===== config.mk =====
export PLATFORM = sky130hd
export DESIGN_NAME = sclm_cell
export DESIGN_NICKNAME = d
export VERILOG_FILES = /design/src/hdl/sclm_pkg.sv /design/src/hdl/sclm_cell.sv
export SDC_FILE = /design/constraint.sdc
export NUM_CORES = 1
export LEC_CHECK = 0
export ABC_AREA = 1
export BUFFER_PORTS_ARGS = -buffer_cell sky130_fd_sc_hd__buf_2
export CORE_UTILIZATION = 24
export CTS_CLUSTER_DIAMETER = 120
export DETAILED_ROUTE_END_ITERATION = 8
export SYNTH_ARGS = -nofsm -noshare
export SYNTH_HDL_FRONTEND = slang
export SYNTH_SLANG_ARGS = --single-unit
export TNS_END_PERCENT = 5

===== constraint.sdc =====
create_clock -name clock -period 2.5 [get_ports clock]
set_clock_uncertainty 0.05 [all_clocks]
set_input_delay 0.5 -clock clock [delete_from_list [all_inputs] [get_ports clock]]
set_output_delay 0.5 -clock clock [all_outputs]
set_load 0.005 [all_outputs]

===== src/hdl/sclm_pkg.sv =====
// Package for the slot cache LRU manager: sizes, slot states, operation codes,
// controller states and the cell command struct. No dependencies.
`timescale 1ns / 1ps
package sclm_pkg;

   localparam int unsigned RING_SLOTS = 16;
   localparam int unsigned SLOT_W = (RING_SLOTS > 1) ? $clog2(RING_SLOTS) : 1;
   localparam int unsigned CNT_W = $clog2(RING_SLOTS + 1);
   localparam int unsigned KEY_W = 16;
   localparam int unsigned REFS_W = 8;
   localparam int unsigned TICK_W = 64;
   localparam int unsigned IDX_W = 4;

   typedef enum logic [1:0] {
      ST_EMPTY    = 2'd0,
      ST_LOADING  = 2'd1,
      ST_READY    = 2'd2,
      ST_CONSUMED = 2'd3
   } slot_state_type;

   typedef enum logic [2:0] {
      OP_PREFETCH   = 3'd0,
      OP_LOAD_DONE  = 3'd1,
      OP_CLAIM_ANY  = 3'd2,
      OP_CLAIM_KEY  = 3'd3,
      OP_RELEASE    = 3'd4
   } op_type;

   typedef enum logic [2:0] {
      CT_IDLE,
      CT_SCAN,
      CT_APPLY,
      CT_RESP
   } ctl_state_type;

   // Action applied by one cell at the end of an operation.
   typedef enum logic [2:0] {
      ACT_NONE,
      ACT_ALLOC,
      ACT_HIT,
      ACT_LOAD_DONE,
      ACT_CLAIM_ANY,
      ACT_CLAIM_KEY,
      ACT_RELEASE
   } act_type;

   // Command broadcast from the controller to the cells.
   typedef struct packed {
      logic                  scan_shift;
      logic                  apply;
      act_type               act;
      logic [SLOT_W-1:0]     target;
      logic [KEY_W-1:0]      layer;
      logic [KEY_W-1:0]      expert;
      logic                  load_ok;
      logic [TICK_W-1:0]     tick;
   } cell_cmd_type;

   // Per-slot summary handed along the chain during a scan.
   typedef struct packed {
      slot_state_type        status;
      logic                  key_eq;
      logic [REFS_W-1:0]     refs;
      logic                  filled;
      logic [TICK_W-1:0]     last_use;
      logic [SLOT_W-1:0]     index;
   } slot_view_type;

endpackage


===== src/hdl/sclm_cell.sv =====
// One slot of the cache: holds its status, key, reference count and tick,
// and forms a shift chain that rotates its view toward the controller.
// Depends on sclm_pkg.
`timescale 1ns / 1ps
module sclm_cell (
   input  logic                          clock,
   input  logic                          reset,
   input  logic [sclm_pkg::SLOT_W-1:0]   my_index,
   input  sclm_pkg::cell_cmd_type        cmd,
   input  sclm_pkg::slot_view_type       view_from_next,
   output sclm_pkg::slot_view_type       view_out
);

   sclm_pkg::slot_state_type               status_ff, status_in;
   logic [sclm_pkg::KEY_W-1:0]             layer_ff, layer_in;
   logic [sclm_pkg::KEY_W-1:0]             expert_ff, expert_in;
   logic [sclm_pkg::REFS_W-1:0]            refs_ff, refs_in;
   logic [sclm_pkg::TICK_W-1:0]            last_ff, last_in;
   logic                                   filled_ff, filled_in;
   sclm_pkg::slot_view_type                view_ff, view_in;
   logic                                   sel;

   assign sel = cmd.apply && (cmd.target == my_index);

   always_comb begin
      status_in = status_ff;
      layer_in  = layer_ff;
      expert_in = expert_ff;
      refs_in   = refs_ff;
      last_in   = last_ff;
      filled_in = filled_ff;
      if (sel) begin
         case (cmd.act)
            sclm_pkg::ACT_ALLOC: begin
               status_in = sclm_pkg::ST_LOADING;
               layer_in  = cmd.layer;
               expert_in = cmd.expert;
               refs_in   = '0;
               filled_in = 1'b0;
               last_in   = cmd.tick;
            end
            sclm_pkg::ACT_HIT: last_in = cmd.tick;
            sclm_pkg::ACT_LOAD_DONE: begin
               status_in = cmd.load_ok ? sclm_pkg::ST_READY : sclm_pkg::ST_EMPTY;
               if (cmd.load_ok) begin
                  filled_in = 1'b1;
               end
            end
            sclm_pkg::ACT_CLAIM_ANY: begin
               status_in = sclm_pkg::ST_CONSUMED;
               last_in   = cmd.tick;
            end
            sclm_pkg::ACT_CLAIM_KEY: begin
               status_in = sclm_pkg::ST_CONSUMED;
               if (refs_ff != '1) begin
                  refs_in = refs_ff + 1'b1;
               end
               last_in = cmd.tick;
            end
            sclm_pkg::ACT_RELEASE: begin
               if (refs_ff != '0) begin
                  refs_in = refs_ff - 1'b1;
               end
            end
            default: ;
         endcase
      end
   end

   // The view register loads from its own slot at the start of a scan and
   // then passes the neighbor's view down the chain one step per cycle.
   always_comb begin
      if (cmd.scan_shift) begin
         view_in = view_from_next;
      end else begin
         view_in.status   = status_in;
         view_in.key_eq   = (layer_in == cmd.layer) && (expert_in == cmd.expert);
         view_in.refs     = refs_in;
         view_in.filled   = filled_in;
         view_in.last_use = last_in;
         view_in.index    = my_index;
      end
   end

   always_ff @(posedge clock) begin
      if (reset) begin
         status_ff <= sclm_pkg::ST_EMPTY;
         layer_ff  <= '0;
         expert_ff <= '0;
         refs_ff   <= '0;
         last_ff   <= '0;
         filled_ff <= 1'b0;
      end else begin
         status_ff <= status_in;
         layer_ff  <= layer_in;
         expert_ff <= expert_in;
         refs_ff   <= refs_in;
         last_ff   <= last_in;
         filled_ff <= filled_in;
      end
      view_ff <= view_in;
   end

   assign view_out = view_ff;

endmodule


# Word-level counts from Yosys, hierarchy flattened
# Index checks and enable logic that the tools add are counted.
# word_totals
output_inout_bits,80
rom_bits,0
mem_count,0
register_bits,187
latchBits,0
in_bits,192
mem_bits_rw,0
word_cells,46
# op_classes
order_cmp,0
n_reduce_logical,5
div_mod_pow,0
n_mul,0
mux,17
n_addsub,2
n_eq_ne,10
n_bitwise,0
shifts,0
# op_table
operator,n
64-bit 2-to-1 mux,2
80-bit 2-to-1 mux,1
16-bit 2-to-1 mux,4
16-bit == test,2
8-bit 2-to-1 mux,3
8-bit one-hot mux with 3 select lines,1
"3-bit == test, second input constant",3
"8-bit by 1-bit adder with 8-bit output, second input constant",1
"8-bit inequality test, second input constant",1
8-bit nonzero test,1
"8-bit by 1-bit subtractor with 8-bit output, second input constant",1
"3-bit by 2-bit == test with 1-bit output, second input constant",2
2-bit one-hot mux with 3 select lines,1
4-bit == test,1
2-bit 2-to-1 mux,2
4-bit OR reduction,1
"3-bit by 1-bit == test with 1-bit output, second input constant",1
1-bit logical AND,2
1-bit 2-to-1 mux,2
1-bit one-hot mux with 2 select lines,1
2-bit OR reduction,1

# Logic depth before layout (Yosys ltp)
# depth
ltp_word,6
depth_mapped,14
depth_no_buf,13

# Worst setup path before layout
# No wires, ideal clock.
# synth_timing
kind,input -> register
start,in cmd[97] (netlist bit)
end,reg view_ff (netlist bit view_out[10])
t_arrival_ps,1605
stages,13
path_buffers,2
required_time_ps,2322
path_slack_ps,717
setup_time_ps,128
path_cell_list,inv_1 > nand2_1 > inv_2 > nor2_2 > nand3_2 > inv_2 > o21ai_2 > o21ai_2 > buf_6 > buf_2 > o21ai_0 > inv_1 > o21ai_1
# synth_rtl
element,line,source
"start, declared",sclm_cell.sv:9,"input sclm_pkg::cell_cmd_type cmd,"
"end signal, assigned",sclm_cell.sv:101,view_ff <= view_in;
"end, declared",sclm_cell.sv:20,"sclm_pkg::slot_view_type view_ff, view_in;"

==> impl.org <==
** Outcome
- The flow ran to the end, and the final reports show no timing, DRC or antenna violations.

** Global routing
- Global-route wire length before repair :: 32700 um
- Sum of overflow across all layers after global routing :: 0
- The via count of the first global-routing pass was 6842.
- For this run, the total global-route usage over all layers was measured as 0.123.
- Entering global routing, the biggest net connects 102 pins.
- The initial antenna violation count is 1.

** Placement
- Buffers added on ports :: 271
- Half-perimeter wire length after placement :: 15500 um
- RePlAce Congestion :: 0.813

** Min path
- The worst hold path passes through 3 cells.
- Start point of the worst hold path :: view_from_next[0]
- Type of the worst min-delay path :: primary input to flip-flop
- The path with the worst hold slack has its endpoint at view_out[0]$_DFF_P_.

** Critical path
- Nature of the critical path startpoint :: flip-flop
- Path depth of the worst reg2reg path :: 11
- Arrival time worst endpoint :: 2.38 ns
- Highest cell delay on the worst timing path :: 0.39 ns
- The startpoint identified for the worst register-to-register timing path is refs_ff[0]$_SDFF_PP0_.
- The worst register-to-register path has a setup slack of 0.44 ns.
- Number of buffers and inverters on the critical path :: 1
- Cell family with most CP delay :: simple AND/OR/NAND/NOR gates
- STA puts the critical path data required time at 2.82 ns.
- Among the stages of the critical path, the cell type that occurs most often is sky130_fd_sc_hd__nand2_1.
- Series of cell instances along the critical path :: ha_1 -> nand2_1 -> inv_2 -> nand2_1 -> nor3_1 -> nand2_1 -> nor2_1 -> nor2_1 -> o311ai_0 -> o21ai_1 -> o21ai_1
- Nature of the critical path endpoint :: flip-flop
- Kind of critical path :: flip-flop to flip-flop
- Endpoint of the worst register-to-register path :: view_out[75]$_DFF_P_
- Max FO, Critical Path :: 7
- Slowest cell on crit path :: sky130_fd_sc_hd__dfxtp_1

** Yosys
- Number of distinct library cells after synthesis :: 32
- The Yosys step of the flow raised 0 warnings.
- Number of nets produced by synthesis :: 1307
- Sequential share of the synthesized area :: 0.473
- Post-synthesis instance area :: 0.00791 sq mm
- Counting flops and latches in the post-synthesis netlist gives 187.
- After synthesis, the mean cell area works out to 7.12 sq um.
- Count of mapped cells out of synthesis :: 1112

** Pwr
- Power per cell area :: 609 mW/mm^2
- For this design the static power due to leakage is 4.61 nW.
- The design draws 6.26 mW.
- Maximum vdd drop :: 0.434 mV

** Layout
- Of the cells placed in the final design, the portion with a size suffix greater than 1 is 0.282.
- Area of the multi-input gates :: 0.00314 sq mm
- Synthesis-to-layout area growth :: 30.0%
- Summing all flip-flop and latch instances after layout gives 0.00374 sq mm.
- The final layout contains 1556 nets.
- After filler insertion, the fill cell instance count of the layout stands at 3537.

** Clocking
- Maximum root-to-sink buffer count :: 2
- The later pin in the worst-skew pair is clocked with a latency of 0.44 ns.
- TritonCTS built the clock tree.
- Gates resized during post-CTS repair numbered 0.
- CTS clk-pin slew, worst paths :: 0.08 ns
- CTS Hold Buffers Added :: 0
- In this run the clock root is driven by a sky130_fd_sc_hd__clkbuf_16.
- Maximum level of the CTS H-tree :: 4
- CTS saw 187 sinks.
- TritonCTS created 17 clock buffers.
- Post-CTS timing repair inserted 0 buffers for setup.

** Floorplanning
- The total area inside the core boundary comes to 0.0325 sq mm.
- 272 I/O pins were placed.
- The floorplan step set the die height to 184 um.
- Horizontal die dimension :: 184 um
- Starting utilization of the core area :: 0.244
- Overall die area :: 0.0337 sq mm
- After floorplanning, the core was divided into 66 placement rows.

** Drt
- First DRT Iteration DRCs :: 330
- Across all layers, the routed design uses 7482 vias.
- Number of nets still failing antenna checks after routing :: 0
- After detailed routing, the number of remaining DRC violations is 0.
- The first detailed-routing pass took 4 iterations.
- After detailed routing, the average wire length per cell comes to 11.4 um.
- For this block, the routed nets add up to 20800 um of wire.
- In the routed layout, each cell is associated on average with a via count of 4.12.

** Timing
- In the final timing run, aggregate negative setup slack is 0 ns.
- Period utilization :: 0.823
- Maximum clock frequency :: 0.486 GHz
- Setup repair after global routing missed its margin :: false
- Worst hold slack after final layout :: 0.208 ns
- The final number of hold-violating endpoints was 0.
- Relative slew margins :: 0.721
- Final Setup Violations :: 0
- The clock period could shrink to 2.06 ns.
- At the pin with the least slew margin, the transition time is 0.419 ns.
- The total count of max-transition violations in the final report was 0.

** Flow run
- Across the run, the number of max-cap violations was 0.
## area by class of cell
type,instances,share of cell area
well taps,442,0.0538
diodes,1,0.000243
multi-input cells,667,0.305
clock buffers,19,0.0421
inverters,199,0.0726
flip-flops and latches,187,0.364
repair buffers,289,0.152
clock inverters,13,0.0106
## Yosys cell counts (all sizes together)
cell type | instances | area (sq um)
a211oi | 31 | 233
a21boi | 1 | 7.51
a21oi | 6 | 30.0
a31oi | 2 | 12.5
buf | 31 | 193
clkbuf | 28 | 105
dfxtp | 187 | 3740
ha | 3 | 37.5
inv | 199 | 747
nand2 | 219 | 822
nand3 | 49 | 250
nand3b | 27 | 203
nand4 | 4 | 31.3
nor2 | 147 | 559
nor3 | 3 | 15.0
nor4 | 2 | 12.5
o211ai | 3 | 22.5
o21a | 1 | 7.51
o21ai | 161 | 813
o221ai | 1 | 8.76
o22ai | 1 | 6.26
o311ai | 1 | 8.76
xor2 | 5 | 43.8
## state kept, by name (all words and copies together) (netlist names)
name,count
layer_ff,16
expert_ff,16
filled_ff,1
last_ff,64
status_ff,2
view_out,80
refs_ff,8
## cell families (layout without fill, tap and decap cells)
| kind of cell | Yosys count | after routing | synth area share |
|---|---|---|---|
| adder cells (fa/ha/maj) | 3 | 3 | 0.00474 |
| flip-flops | 187 | 187 | 0.473 |
| buffers and inverters | 258 | 520 | 0.132 |
| AND/OR/NAND/NOR | 451 | 451 | 0.239 |
| other | 0 | 1 | 0 |
| AO/OA/AOI/OAI | 208 | 208 | 0.145 |
| XOR/XNOR | 5 | 5 | 0.00553 |
## through the flow
stage	cells	instance area (sq um)	utilization	setup slack, ns
after detailed placement	1784	9740	0.300	0.131
after floorplan	1112	7910	-	0.717
after CTS	1816	10300	0.317	0.466
after global routing	1817	10300	0.317	0.110
final	1817	10300	0.317	0.441
after global placement	1784	9740	0.300	0.145
## worst register-to-register path, cell delays in order (launching register included)
cell,delay [ns]
sky130_fd_sc_hd__dfxtp_1,0.39
sky130_fd_sc_hd__ha_1,0.19
sky130_fd_sc_hd__nand2_1,0.08
sky130_fd_sc_hd__inv_2,0.09
sky130_fd_sc_hd__nand2_1,0.07
sky130_fd_sc_hd__nor3_1,0.21
sky130_fd_sc_hd__nand2_1,0.23
sky130_fd_sc_hd__nor2_1,0.14
sky130_fd_sc_hd__nor2_1,0.08
sky130_fd_sc_hd__o311ai_0,0.11
sky130_fd_sc_hd__o21ai_1,0.21
sky130_fd_sc_hd__o21ai_1,0.15
## worst max path at each step
stage | slack (ns) | cells past startpoint | endpoint | startpoint
finish | 0.44 | 11 | view_out[75]$_DFF_P_ | refs_ff[0]$_SDFF_PP0_
detailed placement | 0.13 | 13 | view_out[77]$_DFF_P_ | cmd[102]
global placement | 0.14 | 13 | view_out[77]$_DFF_P_ | cmd[102]
CTS | 0.47 | 11 | view_out[75]$_DFF_P_ | refs_ff[0]$_SDFF_PP0_
floorplan | 0.72 | 13 | view_out[10]$_DFF_P_ | cmd[97]
global route | 0.11 | 11 | view_out[74]$_DFF_P_ | refs_ff[0]$_SDFF_PP0_
## routing by layer
| metal | track usage | vias to the layer above | wire, um |
|---|---|---|---|
| li1 | - | 3956 | - |
| met1 | 0.144 | 3296 | 9510 |
| met2 | 0.208 | 209 | 9630 |
| met3 | 0.0376 | 21 | 1320 |
| met4 | 0.0440 | 0 | 342 |
| met5 | 0 | - | 0 |
## layout by cell type, fill, tap and decap left out, types with 6 or more instances in the layout
cell / instances
sky130_fd_sc_hd__dfxtp_1: 187
sky130_fd_sc_hd__nor2_1: 144
sky130_fd_sc_hd__nand2_1: 219
sky130_fd_sc_hd__inv_1: 137
sky130_fd_sc_hd__clkbuf_16: 17
sky130_fd_sc_hd__nand3_1: 48
sky130_fd_sc_hd__a21oi_1: 6
sky130_fd_sc_hd__o21ai_0: 35
sky130_fd_sc_hd__nand3b_1: 27
sky130_fd_sc_hd__o21ai_1: 124
sky130_fd_sc_hd__inv_2: 62
sky130_fd_sc_hd__a211oi_1: 31
sky130_fd_sc_hd__buf_4: 15
sky130_fd_sc_hd__buf_2: 269
## report_power, final
group	internal [mW]	switching, mW	leakage [nW]
clock	1.30	1.26	0.256
combinational	0.270	0.325	2.82
sequential	3.08	0.0260	1.53
Power figures use the tool's default switching activity.
