==> src/hdl/sclm_pkg.sv <==
// Package for the slot cache LRU manager: sizes, slot states, operation codes,
// controller states and the cell command struct. No dependencies.
`timescale 1ns / 1ps
package sclm_pkg;

   localparam int unsigned RING_SLOTS = 16;
   localparam int unsigned SLOT_W = (RING_SLOTS > 1) ? $clog2(RING_SLOTS) : 1;
   localparam int unsigned CNT_W = $clog2(RING_SLOTS + 1);
   localparam int unsigned KEY_W = 16;
   localparam int unsigned REFS_W = 8;
   localparam int unsigned TICK_W = 64;
   localparam int unsigned IDX_W = 4;

   typedef enum logic [1:0] {
      ST_EMPTY    = 2'd0,
      ST_LOADING  = 2'd1,
      ST_READY    = 2'd2,
      ST_CONSUMED = 2'd3
   } slot_state_type;

   typedef enum logic [2:0] {
      OP_PREFETCH   = 3'd0,
      OP_LOAD_DONE  = 3'd1,
      OP_CLAIM_ANY  = 3'd2,
      OP_CLAIM_KEY  = 3'd3,
      OP_RELEASE    = 3'd4
   } op_type;

   typedef enum logic [2:0] {
      CT_IDLE,
      CT_SCAN,
      CT_APPLY,
      CT_RESP
   } ctl_state_type;

   // Action applied by one cell at the end of an operation.
   typedef enum logic [2:0] {
      ACT_NONE,
      ACT_ALLOC,
      ACT_HIT,
      ACT_LOAD_DONE,
      ACT_CLAIM_ANY,
      ACT_CLAIM_KEY,
      ACT_RELEASE
   } act_type;

   // Command broadcast from the controller to the cells.
   typedef struct packed {
      logic                  scan_shift;
      logic                  apply;
      act_type               act;
      logic [SLOT_W-1:0]     target;
      logic [KEY_W-1:0]      layer;
      logic [KEY_W-1:0]      expert;
      logic                  load_ok;
      logic [TICK_W-1:0]     tick;
   } cell_cmd_type;

   // Per-slot summary handed along the chain during a scan.
   typedef struct packed {
      slot_state_type        status;
      logic                  key_eq;
      logic [REFS_W-1:0]     refs;
      logic                  filled;
      logic [TICK_W-1:0]     last_use;
      logic [SLOT_W-1:0]     index;
   } slot_view_type;

endpackage

==> src/hdl/sclm_ctrl.sv <==
// Sequencer of the slot cache: takes one request, watches the slot views
// arrive from the cell chain, picks the slot and commands the update.
// Depends on sclm_pkg.
`timescale 1ns / 1ps
module sclm_ctrl (
   input  logic                          clock,
   input  logic                          reset,
   input  logic                          req_valid,
   output logic                          req_stall,
   input  logic [2:0]                    req_operation,
   input  logic [15:0]                   req_layer_id,
   input  logic [15:0]                   req_expert_id,
   input  logic                          req_speculative,
   input  logic [3:0]                    req_slot_index,
   input  logic                          req_load_ok,
   output logic                          rsp_valid,
   input  logic                          rsp_stall,
   output logic                          rsp_success,
   output logic [3:0]                    rsp_result_slot,
   output logic                          rsp_issue_load,
   output logic                          rsp_load_priority,
   output logic [15:0]                   rsp_load_layer,
   output logic [15:0]                   rsp_load_expert,
   input  sclm_pkg::slot_view_type       head_view,
   output sclm_pkg::cell_cmd_type        cmd
);

   sclm_pkg::ctl_state_type    state_ff, state_in;
   logic [2:0]                 op_ff, op_in;
   logic [15:0]                layer_ff, layer_in, expert_ff, expert_in;
   logic                       spec_ff, spec_in, ok_ff, ok_in;
   logic [3:0]                 idx_ff, idx_in;
   logic [sclm_pkg::CNT_W-1:0] cnt_ff, cnt_in;
   logic                       hit_ff, hit_in, free_ff, free_in, old_ff, old_in;
   logic [sclm_pkg::SLOT_W-1:0] hit_s_ff, hit_s_in, free_s_ff, free_s_in, old_s_ff, old_s_in;
   logic [sclm_pkg::TICK_W-1:0] best_ff, best_in, tick_ff, tick_in;
   logic                       succ_ff, succ_in, iss_ff, iss_in;
   logic [sclm_pkg::SLOT_W-1:0] slot_ff, slot_in;
   sclm_pkg::act_type          act_ff, act_in;
   logic                       idx_ok;
   sclm_pkg::slot_view_type    v;
   logic                       claim_key_ok;

   assign v = head_view;
   assign idx_ok = ({{(32-sclm_pkg::IDX_W){1'b0}}, idx_ff} < sclm_pkg::RING_SLOTS);
   assign claim_key_ok = v.key_eq && ((v.status == sclm_pkg::ST_READY) ||
      ((v.status == sclm_pkg::ST_CONSUMED) && (v.refs == '0) && v.filled));

   always_comb begin
      state_in = state_ff;
      op_in = op_ff; layer_in = layer_ff; expert_in = expert_ff;
      spec_in = spec_ff; ok_in = ok_ff; idx_in = idx_ff;
      cnt_in = cnt_ff;
      hit_in = hit_ff; free_in = free_ff; old_in = old_ff;
      hit_s_in = hit_s_ff; free_s_in = free_s_ff; old_s_in = old_s_ff;
      best_in = best_ff; tick_in = tick_ff;
      succ_in = succ_ff; iss_in = iss_ff; slot_in = slot_ff; act_in = act_ff;
      req_stall = 1'b1;
      rsp_valid = 1'b0;
      cmd.scan_shift = 1'b0;
      cmd.apply = 1'b0;
      cmd.act = act_ff;
      cmd.target = slot_ff;
      cmd.layer = layer_ff;
      cmd.expert = expert_ff;
      cmd.load_ok = ok_ff;
      cmd.tick = tick_ff;
      case (state_ff)
         sclm_pkg::CT_IDLE: begin
            req_stall = 1'b0;
            if (req_valid) begin
               op_in = req_operation; layer_in = req_layer_id;
               expert_in = req_expert_id; spec_in = req_speculative;
               idx_in = req_slot_index; ok_in = req_load_ok;
               cnt_in = '0;
               hit_in = 1'b0; free_in = 1'b0; old_in = 1'b0;
               cmd.layer = req_layer_id;
               cmd.expert = req_expert_id;
               state_in = sclm_pkg::CT_SCAN;
            end
         end
         sclm_pkg::CT_SCAN: begin
            // Views arrive in index order, one per cycle.
            cmd.scan_shift = 1'b1;
            case (op_ff)
               sclm_pkg::OP_PREFETCH: begin
                  if (!hit_ff && v.status != sclm_pkg::ST_EMPTY && v.key_eq) begin
                     hit_in = 1'b1; hit_s_in = v.index;
                  end
                  if (!free_ff && v.status == sclm_pkg::ST_EMPTY) begin
                     free_in = 1'b1; free_s_in = v.index;
                  end
                  if ((v.status == sclm_pkg::ST_READY || v.status == sclm_pkg::ST_CONSUMED)
                      && v.refs == '0 && (!old_ff || v.last_use < best_ff)) begin
                     old_in = 1'b1; old_s_in = v.index; best_in = v.last_use;
                  end
               end
               sclm_pkg::OP_CLAIM_ANY: begin
                  if (!hit_ff && v.status == sclm_pkg::ST_READY) begin
                     hit_in = 1'b1; hit_s_in = v.index;
                  end
               end
               sclm_pkg::OP_CLAIM_KEY: begin
                  if (!hit_ff && claim_key_ok) begin
                     hit_in = 1'b1; hit_s_in = v.index;
                  end
               end
               sclm_pkg::OP_LOAD_DONE: begin
                  if (idx_ok && v.index == idx_ff[sclm_pkg::SLOT_W-1:0]
                      && v.status == sclm_pkg::ST_LOADING) begin
                     hit_in = 1'b1; hit_s_in = v.index;
                  end
               end
               default: ;
            endcase
            cnt_in = cnt_ff + 1'b1;
            if (cnt_ff == sclm_pkg::CNT_W'(sclm_pkg::RING_SLOTS - 1)) begin
               state_in = sclm_pkg::CT_APPLY;
            end
         end
         sclm_pkg::CT_APPLY: begin
            succ_in = 1'b0; iss_in = 1'b0; act_in = sclm_pkg::ACT_NONE;
            slot_in = '0;
            case (op_ff)
               sclm_pkg::OP_PREFETCH: begin
                  if (hit_ff) begin
                     succ_in = 1'b1; slot_in = hit_s_ff; act_in = sclm_pkg::ACT_HIT;
                  end else if (free_ff || old_ff) begin
                     succ_in = 1'b1; iss_in = 1'b1;
                     slot_in = free_ff ? free_s_ff : old_s_ff;
                     act_in = sclm_pkg::ACT_ALLOC;
                  end
               end
               sclm_pkg::OP_LOAD_DONE: if (hit_ff) begin
                  succ_in = 1'b1; slot_in = hit_s_ff; act_in = sclm_pkg::ACT_LOAD_DONE;
               end
               sclm_pkg::OP_CLAIM_ANY: if (hit_ff) begin
                  succ_in = 1'b1; slot_in = hit_s_ff; act_in = sclm_pkg::ACT_CLAIM_ANY;
               end
               sclm_pkg::OP_CLAIM_KEY: if (hit_ff) begin
                  succ_in = 1'b1; slot_in = hit_s_ff; act_in = sclm_pkg::ACT_CLAIM_KEY;
               end
               sclm_pkg::OP_RELEASE: if (idx_ok) begin
                  succ_in = 1'b1; slot_in = idx_ff[sclm_pkg::SLOT_W-1:0];
                  act_in = sclm_pkg::ACT_RELEASE;
               end
               default: ;
            endcase
            cmd.apply = 1'b1;
            cmd.act = act_in;
            cmd.target = slot_in;
            if (act_in == sclm_pkg::ACT_HIT || act_in == sclm_pkg::ACT_ALLOC ||
                act_in == sclm_pkg::ACT_CLAIM_ANY || act_in == sclm_pkg::ACT_CLAIM_KEY) begin
               tick_in = tick_ff + 1'b1;
            end
            state_in = sclm_pkg::CT_RESP;
         end
         sclm_pkg::CT_RESP: begin
            rsp_valid = 1'b1;
            if (!rsp_stall) begin
               state_in = sclm_pkg::CT_IDLE;
            end
         end
         default: state_in = sclm_pkg::CT_IDLE;
      endcase
   end

   assign rsp_success       = succ_ff;
   assign rsp_result_slot   = 4'(slot_ff);
   assign rsp_issue_load    = iss_ff;
   assign rsp_load_priority = iss_ff & spec_ff;
   assign rsp_load_layer    = iss_ff ? layer_ff : '0;
   assign rsp_load_expert   = iss_ff ? expert_ff : '0;

   always_ff @(posedge clock) begin
      if (reset) begin
         state_ff <= sclm_pkg::CT_IDLE;
         tick_ff  <= '0;
      end else begin
         state_ff <= state_in;
         tick_ff  <= tick_in;
      end
      op_ff <= op_in; layer_ff <= layer_in; expert_ff <= expert_in;
      spec_ff <= spec_in; ok_ff <= ok_in; idx_ff <= idx_in; cnt_ff <= cnt_in;
      hit_ff <= hit_in; free_ff <= free_in; old_ff <= old_in;
      hit_s_ff <= hit_s_in; free_s_ff <= free_s_in; old_s_ff <= old_s_in;
      best_ff <= best_in; succ_ff <= succ_in; iss_ff <= iss_in;
      slot_ff <= slot_in; act_ff <= act_in;
   end

endmodule
==> config.mk <==
export PLATFORM = sky130hd
export DESIGN_NAME = sclm_ctrl
export DESIGN_NICKNAME = d
export VERILOG_FILES = /design/src/hdl/sclm_pkg.sv /design/src/hdl/sclm_ctrl.sv
export SDC_FILE = /design/constraint.sdc
export NUM_CORES = 1
export LEC_CHECK = 0
export BUFFER_PORTS_ARGS = -buffer_cell sky130_fd_sc_hd__buf_2
export CAP_MARGIN = 15
export CORE_MARGIN = 5
export CORE_UTILIZATION = 57
export DETAILED_ROUTE_END_ITERATION = 8
export PLACE_DENSITY = 0.86
export SYNTH_ARGS = -nofsm -noshare
export SYNTH_HDL_FRONTEND = slang
export SYNTH_SLANG_ARGS = --single-unit
==> constraint.sdc <==
create_clock -name clock -period 13.4 [get_ports clock]
set_input_delay 2.68 -clock clock [delete_from_list [all_inputs] [get_ports clock]]
set_output_delay 2.68 -clock clock [all_outputs]
set_load 0.02 [all_outputs]
**After elaboration in Yosys (flattened, before gate mapping)**

Index checks and enable logic that the tools add are counted.

- Output and inout bits: 147
- Register bits after elaboration: 201
- Bits of input ports: 125

- Order comparisons: 1
- Reduce and logical (&&, ||, !) cells: 40
- Muxes and demuxes: 48
- Bitwise gates (word level): 2
- Add/sub/neg operators: 2
- Equality and inequality tests: 31

Operators with widths:

| operator | number |
|---|---|
| 64-bit by 1-bit adder with 64-bit output, second input constant | 1 |
| 64-bit less-than comparator | 1 |
| 32-bit two-way mux | 2 |
| 16-bit two-way mux | 2 |
| 4-bit two-way mux | 8 |
| 2-bit != test, second input constant | 10 |
| 3-bit two-way mux | 6 |
| 1-bit two-way mux | 16 |
| 4-bit case mux with 4 select lines | 1 |
| 3-bit by 2-bit == test with 1-bit output, second input constant | 5 |
| 3-bit case mux with 5 select lines | 1 |
| 3-bit != test, second input constant | 4 |
| 3-bit case mux with 4 select lines | 1 |
| 4-bit case mux with 3 select lines | 1 |
| 1-bit logical AND | 11 |
| 5-bit case mux with 2 select lines | 1 |
| 3-bit by 1-bit == test with 1-bit output, second input constant | 3 |
| 3-bit == test, second input constant | 3 |
| 3-bit AND reduction | 3 |
| 8-bit logical NOT | 1 |
| 8-bit two-way mux | 1 |
| 4-bit AND reduction | 2 |
| 1-bit logical OR | 7 |
| 7-bit AND reduction | 1 |
| other kinds (22) | 32 |

**Longest topological paths before layout**

Gate-level depths: netlist of run 1.

- Word-level depth: 10
- Gate-level depth with buffers: 10
- Depth with buffers taken out: 9

**Worst setup path before layout of run 1**

Ideal clock, no wire load.

- Path kind: input -> register
- Start point: input port head_view[34] (netlist bit)
- End point: register best_ff[0] (netlist bit) (enable)
- Path slack: 3922 ps
- Library setup time: 596 ps
- Stages: 7
- Arrival time: 8882 ps
- Cell sequence: ha_1 and4_1 a221oi_1 o211ai_1 a211oi_1 nand2_1 a211oi_1

- Longest elaborated chain between the ends: 4

Ends and longest elaborated chain:

| what | line | text |
|---|---|---|
| from (decl) | sclm_ctrl.sv:24 | `input sclm_pkg::slot_view_type head_view,` |
| 64-bit less-than comparator | sclm_ctrl.sv:94 | `&& v.refs == '0 && (!old_ff \|\| v.last_use < best_ff)) begin` |
| 1-bit logical OR | sclm_ctrl.sv:94 |  |
| 1-bit logical AND | sclm_ctrl.sv:94 |  |
| 3-bit AND reduction (no source line) | -- |  |
| to (signal assigned) | sclm_ctrl.sv:187 | `best_ff <= best_in; succ_ff <= succ_in; iss_ff <= iss_in;` |
| to (decl) | sclm_ctrl.sv:36 | `logic [sclm_pkg::TICK_W-1:0] best_ff, best_in, tick_ff, tick_in;` |

No other way between the ends.
A chain may end at the register's enable or synchronous reset.

==> impl_metrics.csv, run 1 <==
group,metric,value,unit
die,io_pins,272,
die,die-area,0.0199,mm²
die,num_rows,48,
finish,final_core_util,69.8,%
timing,slew_headroom,38.3,%
timing,fin_crit_sh,51.5,%
pwr,report.power.total,1.69,mW
worst_setup_path,crit_fanout,75,
clock_network,cts.clk_slew.worst_paths,60,ps
logic_synthesis,synth_area_leaders,"edfxtp_1, dfxtp_1, ha_1, mux2_2, xor2_1",
die,start_util,57.4,%
timing,hold_ws,508,ps
drt,drc,0,
min_path,hold_class,"flip-flop to flip-flop",
clock_network,ctsResizeCount,0,
worst_setup_path,worstReg2RegStart,"state_ff[0]$_SDFFE_PP0P_",
worst_setup_path,worstSetupEndpointType,"primary output",
pwr,pwr-share-comb,26.2,%
worst_setup_path,arrival,4230,ps
drt,first_iter_violations,410,
timing,hold_viol,0,
drt,wl,22900,µm
logic_synthesis,ys_warn_count,0,
logic_synthesis,yosysTopAreaCell,"edfxtp_1",
die,die_width,141,µm
logic_synthesis,syn_area_per_cell,11.2,µm²
global_routing,antenna_found_initial,1,
placement,placed_area,0.0114,mm²
run_status,status,"complete, no violations",
drt,avgViaCountPerCell,5.37,
drt,firstDrtPassIters,4,
run,max_cap_violations,0,
timing,fmax,145,MHz
clock_network,htree_levels,4,
finish,layout-drive-gt1-share,30.7,%
global_routing,first_global_vias,7257,
pwr,p_per_area,142,mW/mm²
worst_setup_path,crit_chain,"buf_2 -> and2_2 -> buf_4 -> mux2_2 -> buf_2",
clock_network,numCtsBuffers,17,
worst_setup_path,r2r_cells,9,
finish,areaGrowthSynthToFinish,21.5,%
logic_synthesis,synthArstFlopShare,0,%
worst_setup_path,startpoint_type,"input pin",
worst_setup_path,r2r_end,"tick_ff[60]$_SDFFE_PP0P_",
logic_synthesis,ys_seq_area_share,54.6,%
clock_network,root_buffer,"clkbuf_16",
die,core-area,0.0171,mm²
min_path,holdPathStages,2,
logic_synthesis,yosys.area.top_type_share,41.1,%
drt,route.vias.total,7433,
placement,gp_congestion,0.853,
timing,layout_min_cycle_time,6910,ps
logic_synthesis,ys_seq_elements,200,
finish,final_nets,1338,
finish,final_cell_area,0.0119,mm²
clock_network,tritoncts,"built",
clock_network,ctsLongestPathBuffers,2,
worst_setup_path,slowest_delay,690,ps
placement,portBuffers,271,
worst_setup_path,cpMostUsedCell,"buf_2",
clock_network,clock_sinks,200,
pwr,seqPwrFrac,45.8,%
timing,rsz0062_at_grt,"false",
logic_synthesis,netlist_area,0.00980,mm²
global_routing,grtUsageTotal,22.5,%
global_routing,grt_pass1_wl,36400,µm
worst_setup_path,r2r_setup_slack,10070,ps
global_routing,grt_max_degree,76,
logic_synthesis,synth_flop_cell,"edfxtp_1",
pwr,power_frac_clock,28.0,%
timing,finalSetupViolations,0,
finish,n_fill_cell,1281,
pwr,ir_worst_vdd,204,µV
logic_synthesis,synth_fp_nets,1070,
drt,ant_nets,0,
timing,drv_slew,0,
logic_synthesis,synthCells,875,
worst_setup_path,crit_type,"input pin to primary output",
clock_network,clock_latency,420,ps
timing,fin_setup_tns,0,ps
die,die_h,141,µm
pwr,p_switching,0.533,mW
min_path,min_to,"tick_ff[13]$_SDFFE_PP0P_",
pwr,leakagePower,5.22,nW
worst_setup_path,slowest_stage,"buf_4",
min_path,min_from,"tick_ff[13]$_SDFFE_PP0P_",
placement,dp_hpwl,17300,µm
worst_setup_path,cp-startpoint,"req_valid",
worst_setup_path,worst_ep_required_time,10720,ps
logic_synthesis,synth-edff-count,134,
timing,worst_slew_pin_slew,925,ps
logic_synthesis,synth_cell_type_count,53,
clock_network,cts_hold_buffers,0,
drt,wl_per_cell,16.5,µm
pwr,swShare,31.4,%
timing,fin_skew,13.4,ps
global_routing,overflow,0,
pwr,p_int,1.16,mW
clock_network,post_cts_buffers,0,
## registers in the layout, indices dropped and copies added, names as in the netlist, 2 cells and up
register,cells
state_ff,2
tick_ff,64
rsp_result_slot,4
hit_s_ff,4
best_ff,64
free_s_ff,4
layer_ff,16
act_ff,3
idx_ff,4
op_ff,3
cnt_ff,5
expert_ff,16
old_s_ff,4
## cells by family (layout without fill, tap and decap cells)
| kind of cell | Yosys count | after routing | share of synthesized area, % |
|---|---|---|---|
| other cells | 0 | 2 | 0 |
| simple gates | 308 | 308 | 16.3 |
| compound gates | 92 | 92 | 5.74 |
| xor+xnor | 64 | 64 | 5.72 |
| fa+ha+maj | 70 | 70 | 8.94 |
| mux | 41 | 41 | 4.69 |
| flops | 200 | 200 | 54.6 |
| buf+inv | 100 | 381 | 4.09 |
## metal layers
metal	vias up	track usage [%]	part of all wire, %
met5	-	0	0
met2	262	39.4	50
met4	0	8.52	2.8
li1	3644	-	-
met1	3484	27.3	40
met3	43	4.95	7.1
## cell type report
class	count	area, µm²	share of cell area, %
inverters	74	278	2.33
flip-flops and latches	200	5350	44.9
diodes	2	5.00	0.0421
well taps	225	282	2.37
clock inverters	8	57.6	0.484
clock buffers	24	484	4.07
multi-input cells	575	4060	34.1
repair buffers	275	1390	11.6
## cells in the final DEF (no fill, tap or decap), types with 3 or more instances in the layout
cell type,count
dfxtp_1,66
ha_1,70
a22o_1,4
a21o_1,4
mux2_2,39
o22ai_1,5
xnor2_1,19
clkbuf_16,18
and3_1,8
nand4_1,25
inv_1,74
buf_4,4
o21ai_0,20
and4_4,3
nor3_1,15
buf_2,271
clkbuf_1,4
nor2_1,88
a22oi_1,5
inv_4,5
edfxtp_1,134
and2_1,36
a21oi_1,36
or3_1,7
nand2_1,56
nand2b_1,4
nor4_1,15
and4_1,7
xor2_1,45
nand3_1,29
a211oi_1,4
inv_6,3
## worst max-delay path by stage
stage | endpoint
floorplan | best_ff[0]$_DFFE_PP_
global placement | cmd[93]
detailed placement | cmd[69]
CTS | cmd[69]
global route | cmd[76]
finish | cmd[69]
## power groups by stage
stage	sequential [mW]	combinational (mW)	clock [mW]
after global routing	0.785	0.481	0.512
after detailed placement	0.789	0.443	0
after floorplan	0.773	0.312	0
after global placement	0.787	0.435	0
after CTS	0.777	0.447	0.484
final	0.777	0.443	0.475
## per-stage QoR
| step | cells | setup slack (ps) |
|---|---|---|
| detailed placement | 1349 | 6510 |
| global route | 1382 | 6400 |
| finish | 1383 | 6490 |
| floorplan | 875 | 3920 |
| global placement | 1349 | 6550 |
| CTS | 1381 | 6500 |
## critical path, delay by kind of cell
kind / cells / cell delay (ps)
muxes: 1 / 420
and+or+nand+nor: 1 / 130
buffers and inverters: 3 / 940
## cells in the mapped netlist (all sizes together), types with 4 or more instances
master and number:
inv 74, nor3 17, mux2 39, and4 10, a22o 4, a21oi 36
a211oi 5, o22ai 5, nand4 26, nand3 29, and2 37, nand2b 4
edfxtp 134, dfxtp 66, or3 8, ha 70, clkbuf 18, buf 8
o21ai 20, nor2 88, nand2 57, xor2 45, a22oi 5, xnor2 19
a21o 4, and3 8, nor4 15
Note: power is estimated with default switching activity, not from simulation.
==> run 2: changes to the inputs <==
--- a/config.mk
+++ b/config.mk
@@ -8,9 +8,9 @@
 export BUFFER_PORTS_ARGS = -buffer_cell sky130_fd_sc_hd__buf_2
 export CAP_MARGIN = 15
 export CORE_MARGIN = 5
-export CORE_UTILIZATION = 57
+export CORE_UTILIZATION = 48
 export DETAILED_ROUTE_END_ITERATION = 8
-export PLACE_DENSITY = 0.86
+export PLACE_DENSITY = 0.77
 export SYNTH_ARGS = -nofsm -noshare
 export SYNTH_HDL_FRONTEND = slang
 export SYNTH_SLANG_ARGS = --single-unit
==> constraint.sdc (replaced) <==
create_clock -name clock -period 6.3 [get_ports clock]
set_input_delay 1.26 -clock clock [delete_from_list [all_inputs] [get_ports clock]]
set_output_delay 1.26 -clock clock [all_outputs]
set_load 0.02 [all_outputs]
==> run 2 against run 1 <==
Effect of this change: clock skew increased by 1.6 ps; sequential power increased by 110%; combinational power increased by 110%; clock-buffer cell count decreased by 4; sequential share of layout area decreased by 0.37 points; critical path depth decreased by 1; setup slack got worse by 4200 ps; power increased by 120%; core utilization decreased by 10 points; final cell count increased by 3.1%; non-clock buffer count decreased by 1; largest power group unchanged; highest routed layer is now met5.
==> impl_metrics.csv, run 2 (synthesis gave the netlist of run 1 again) <==
group,metric,value,unit
run_status,status,"complete, no violations",
worst_setup_path,crit_fanout,75,
worst_setup_path,r2r_end,"tick_ff[42]$_SDFFE_PP0P_",
worst_setup_path,arrival,2740,ps
worst_setup_path,crit_end,"cmd[86]",
clock_network,clock_sinks,200,
finish,final_nets,1337,
timing,rsz0062_at_grt,"false",
die,io_pins,272,
finish,layout_common_cells,"buf_2, edfxtp_1, nor2_1",
timing,hold_viol,0,
die,die_width,153,µm
clock_network,cts.clk_slew.worst_paths,80,ps
clock_network,cts_hold_buffers,0,
drt,ant_nets,0,
placement,gp_congestion,0.882,
min_path,hold_class,"flip-flop to flip-flop",
drt,wl_met3,1440,µm
finish,layout-drive-gt1-share,31.0,%
clock_network,ctsLongestPathBuffers,2,
placement,portBuffers,271,
placement,placed_area,0.0114,mm²
timing,fin_setup_tns,0,ps
drt,firstDrtPassIters,6,
clock_network,htree_levels,4,
drt,wl_per_cell,16.1,µm
clock_network,clock_latency,430,ps
die,num_rows,52,
global_routing,first_global_vias,7249,
clock_network,numCtsBuffers,17,
clock_network,tritoncts,"built",
worst_setup_path,crit_type,"input pin to primary output",
drt,wl_met2,11100,µm
timing,slew_headroom,36.1,%
die,start_util,48.6,%
global_routing,antenna_found_initial,4,
drt,route.vias.total,7318,
drt,top_layer,"met5",
die,die-area,0.0234,mm²
worst_setup_path,r2r_setup_slack,2950,ps
drt,wl,22900,µm
placement,dp_hpwl,17300,µm
timing,timing.final.ws_setup,2300,ps
timing,finalSetupViolations,0,
global_routing,grt_pass1_wl,37000,µm
timing,fin_crit_sh,63.5,%
timing,fmax,250,MHz
finish,fin_cells,1426,
worst_setup_path,worst_ep_required_time,5040,ps
die,die_h,153,µm
worst_setup_path,worstSetupEndpointType,"primary output",
drt,first_iter_violations,339,
clock_network,ctsResizeCount,0,
placement,dpl_worst_slack,2150,ps
pwr,ir_worst_vdd,181,µV
finish,final_common_cell,"buf_2",
pwr,p_per_area,306,mW/mm²
timing,worst_slew_pin_slew,958,ps
drt,avgViaCountPerCell,5.13,
timing,drv_slew,0,
clock_network,post_cts_buffers,0,
worst_setup_path,cp-startpoint,"req_valid",
worst_setup_path,startpoint_type,"input pin",
placement,place_inst,1393,
die,core-area,0.0202,mm²
clock_network,root_buffer,"clkbuf_16",
worst_setup_path,r2r_cells,9,
finish,areaGrowthSynthToFinish,22.5,%
global_routing,overflow,0,
global_routing,grtUsageTotal,19.3,%
finish,final_cell_area,0.0120,mm²
global_routing,grt_max_degree,76,
drt,drc,0,
timing,fin_skew,15.0,ps
drt,drt-met1-wl,9740,µm
finish,reg.largest.list,"best_ff: 64 flops, tick_ff: 64 flops",
pwr,leakagePower,5.24,nW
run,max_cap_violations,0,
timing,layout_min_cycle_time,4000,ps
worst_setup_path,worstReg2RegStart,"state_ff[0]$_SDFFE_PP0P_",
## run 2: worst max-delay path, stage by stage
cell    delay (ps)
buf_2           90
and2_4         770
mux2_2         430
buf_2          160
## run 2: power breakdown
group          internal (mW)  switching (mW)  total, mW
Sequential              1.56          0.0900       1.65
Clock                  0.576           0.510       1.09
Combinational          0.362           0.579      0.941
## run 2: cell type report
cell class / instances / area (µm²)
well taps: 270 / 338
flip-flops and latches: 200 / 5350
diodes: 1 / 2.50
repair buffers: 274 / 1380
multi-input cells: 575 / 4070
inverters: 74 / 278
fillers: 1713 / 8170
clock inverters: 12 / 103
clock buffers: 20 / 489
## run 2: how the worst min path moves through the flow
stage                             startpoint                       end  slack (ps)  depth (start not counted)
floorplan           state_ff[0]$_SDFFE_PP0P_  state_ff[0]$_SDFFE_PP0P_         510                          2
global placement    tick_ff[13]$_SDFFE_PP0P_  tick_ff[13]$_SDFFE_PP0P_         480                          2
detailed placement  tick_ff[13]$_SDFFE_PP0P_  tick_ff[13]$_SDFFE_PP0P_         490                          2
CTS                 tick_ff[13]$_SDFFE_PP0P_  tick_ff[13]$_SDFFE_PP0P_         500                          2
global route        tick_ff[13]$_SDFFE_PP0P_  tick_ff[13]$_SDFFE_PP0P_         520                          2
finish              tick_ff[13]$_SDFFE_PP0P_  tick_ff[13]$_SDFFE_PP0P_         500                          2
## run 2: metal layers
layer	up-vias	track usage, %
met4	6	7.51
met2	209	31.8
met3	46	5.43
li1	3640	-
met1	3417	24.2
met5	-	0
## run 2: stage by stage
step	utilization [%]	hold WS, ps	total power [mW]
final	59.5	496	3.67
after global routing	59.5	518	3.86
after CTS	59.5	499	3.71
after detailed placement	56.5	488	2.62
after global placement	56.5	479	2.61
after floorplan	-	514	2.31
==> run 3: changes to the inputs <==
==> constraint.sdc (replaced) <==
create_clock -name clock -period 3.6 [get_ports clock]
set_input_delay 0.72 -clock clock [delete_from_list [all_inputs] [get_ports clock]]
set_output_delay 0.72 -clock clock [all_outputs]
set_load 0.02 [all_outputs]
==> run 3 against run 2 <==
Effect of this change: final cell count grew 0.42%; final area grew 2.4%; hold slack got worse by 33 ps; via count grew 0.53%; clock power grew 77%; register-to-register slack got worse by 2300 ps; sequential share of layout area decreased by 1.0 points; largest cell class unchanged; power up 77%; setup slack got worse by 1800 ps; wire length fell by 0.36%; clock-buffer cell count fell by 1.
==> impl_metrics.csv, run 3 (synthesis gave the netlist of run 1 again) <==
group,metric,value,unit
run_status,status,"complete, no violations",
pwr,p_per_area,530,mW/mm²
worst_setup_path,cp_num_buf_inv,1,
timing,layout_min_cycle_time,3080,ps
die,start_util,48.6,%
timing,rsz0062_at_grt,"false",
drt,avgViaCountPerCell,5.14,
pwr,p_int,4.45,mW
global_routing,grt_pass1_wl,37400,µm
pwr,pwr-share-comb,26.0,%
global_routing,overflow,0,
finish,layout_common_cells,"buf_2, edfxtp_1, nor2_1",
pwr,power_frac_clock,29.7,%
pwr,swShare,31.7,%
drt,wl,22900,µm
timing,timing.final.ws_setup,524,ps
drt,route.vias.total,7357,
run,max_cap_violations,0,
placement,dp_hpwl,17800,µm
clock_network,clock_sinks,200,
drt,ant_nets,0,
finish,layout-drive-gt1-share,33.0,%
global_routing,grt_max_degree,48,
timing,hold_viol,0,
clock_network,ctsLongestPathBuffers,2,
drt,first_iter_violations,343,
global_routing,grtUsageTotal,19.5,%
timing,fin_crit_sh,85.4,%
clock_network,cts_hold_buffers,0,
die,die_width,153,µm
finish,final_common_cell,"buf_2",
drt,wl_per_cell,16.0,µm
placement,portBuffers,271,
die,num_rows,52,
placement,dpl_worst_slack,375,ps
timing,finalSetupViolations,0,
clock_network,numCtsBuffers,17,
timing,drv_slew,0,
clock_network,htree_levels,4,
global_routing,antenna_found_initial,2,
worst_setup_path,path_delay_family,"simple AND/OR/NAND/NOR gates",
worst_setup_path,crit_fanout,10,
drt,drc,0,
timing,fin_setup_tns,0,ps
finish,final_nets,1344,
timing,fin_skew,13.1,ps
die,io_pins,272,
clock_network,ctsResizeCount,0,
pwr,p_switching,2.06,mW
worst_setup_path,arrival,2360,ps
clock_network,post_cts_buffers,0,
pwr,seqPwrFrac,44.2,%
drt,firstDrtPassIters,4,
finish,diodes,0,
clock_network,tritoncts,"built",
worst_setup_path,crit_chain,"or2_2 -> nor2_1 -> a22oi_1 -> o22ai_1 -> mux2_2 -> buf_2",
finish,n_fill_cell,1672,
worst_setup_path,crit_type,"flip-flop to primary output",
worst_setup_path,worst_ep_required_time,2880,ps
timing,hold_ws,463,ps
pwr,ir_worst_vdd,314,µV
timing,slew_headroom,44.8,%
finish,areaGrowthSynthToFinish,25.4,%
worst_setup_path,worstSetupEndpointType,"primary output",
min_path,hold_class,"input pin to flip-flop",
worst_setup_path,slowest_delay,520,ps
die,die_h,153,µm
clock_network,clock_latency,430,ps
placement,gp_congestion,0.867,
timing,fmax,325,MHz
die,die-area,0.0234,mm²
pwr,leakagePower,5.30,nW
clock_network,root_buffer,"clkbuf_16",
finish,reg.largest.list,"best_ff: 64 flops, tick_ff: 64 flops",
clock_network,cts.clk_slew.worst_paths,80,ps
worst_setup_path,startpoint_type,"flip-flop",
global_routing,first_global_vias,7306,
timing,worst_slew_pin_slew,828,ps
die,core-area,0.0202,mm²
worst_setup_path,slowest_stage,"edfxtp_1",
==> run 3: cell count changes in the layout (fill, tap and decap cells not counted), moves of 2 or more <==
| cell | delta |
|---|---|
| buf_4 | +6 |
| clkinv_4 | -4 |
| ha_1 | -15 |
| ha_4 | +15 |
| inv_6 | +2 |
| o21ai_0 | -2 |
| o21ai_1 | +2 |
==> run 3: per-stage QoR <==
stage	util [%]	area [µm²]	cells	total power [mW]
final	60.9	12300	1432	6.51
after global routing	60.9	12300	1432	6.85
after CTS	60.9	12300	1432	6.59
after detailed placement	57.9	11700	1400	4.63
after global placement	57.9	11700	1400	4.61
after floorplan	-	10000	875	4.04
==> run 3: metal layers <==
metal / routed length (µm) / track usage [%] / part of all wire [%]
met3: 1440 / 5.20 / 6.3
met1: 9720 / 24.5 / 43
met2: 11200 / 33.3 / 49
met5: 13 / 0 / 0.057
met4: 450 / 5.64 / 2.0
==> run 3: worst paths after layout <==
check                      startpoint                  endpoint  slack, ps  cells past startpoint
max reg2reg        op_ff[2]$_DFFE_PP_  tick_ff[42]$_SDFFE_PP0P_        680                      7
min                       req_load_ok           ok_ff$_DFFE_PP_        460                      1
max                op_ff[1]$_DFFE_PP_                   cmd[99]        520                      6
min reg2reg  tick_ff[13]$_SDFFE_PP0P_  tick_ff[13]$_SDFFE_PP0P_        510                      2
==> run 3: area by class of cell <==
class	instances	area, µm²	share of cell area, %
multi-input cells	575	4280	34.8
clock inverters	13	146	1.19
flip-flops and latches	200	5350	43.5
clock buffers	19	454	3.70
repair buffers	281	1440	11.8
inverters	74	278	2.26
well taps	270	338	2.75
==> run 3: power groups by stage <==
stage | Sequential, mW | Clock, mW | Combinational, mW
2_1_floorplan | 2.87 | 0 | 1.17
3_3_place_gp | 2.92 | 0 | 1.69
3_5_place_dp | 2.93 | 0 | 1.70
4_1_cts | 2.88 | 1.99 | 1.72
5_1_grt | 2.90 | 2.09 | 1.85
6_report | 2.88 | 1.93 | 1.69
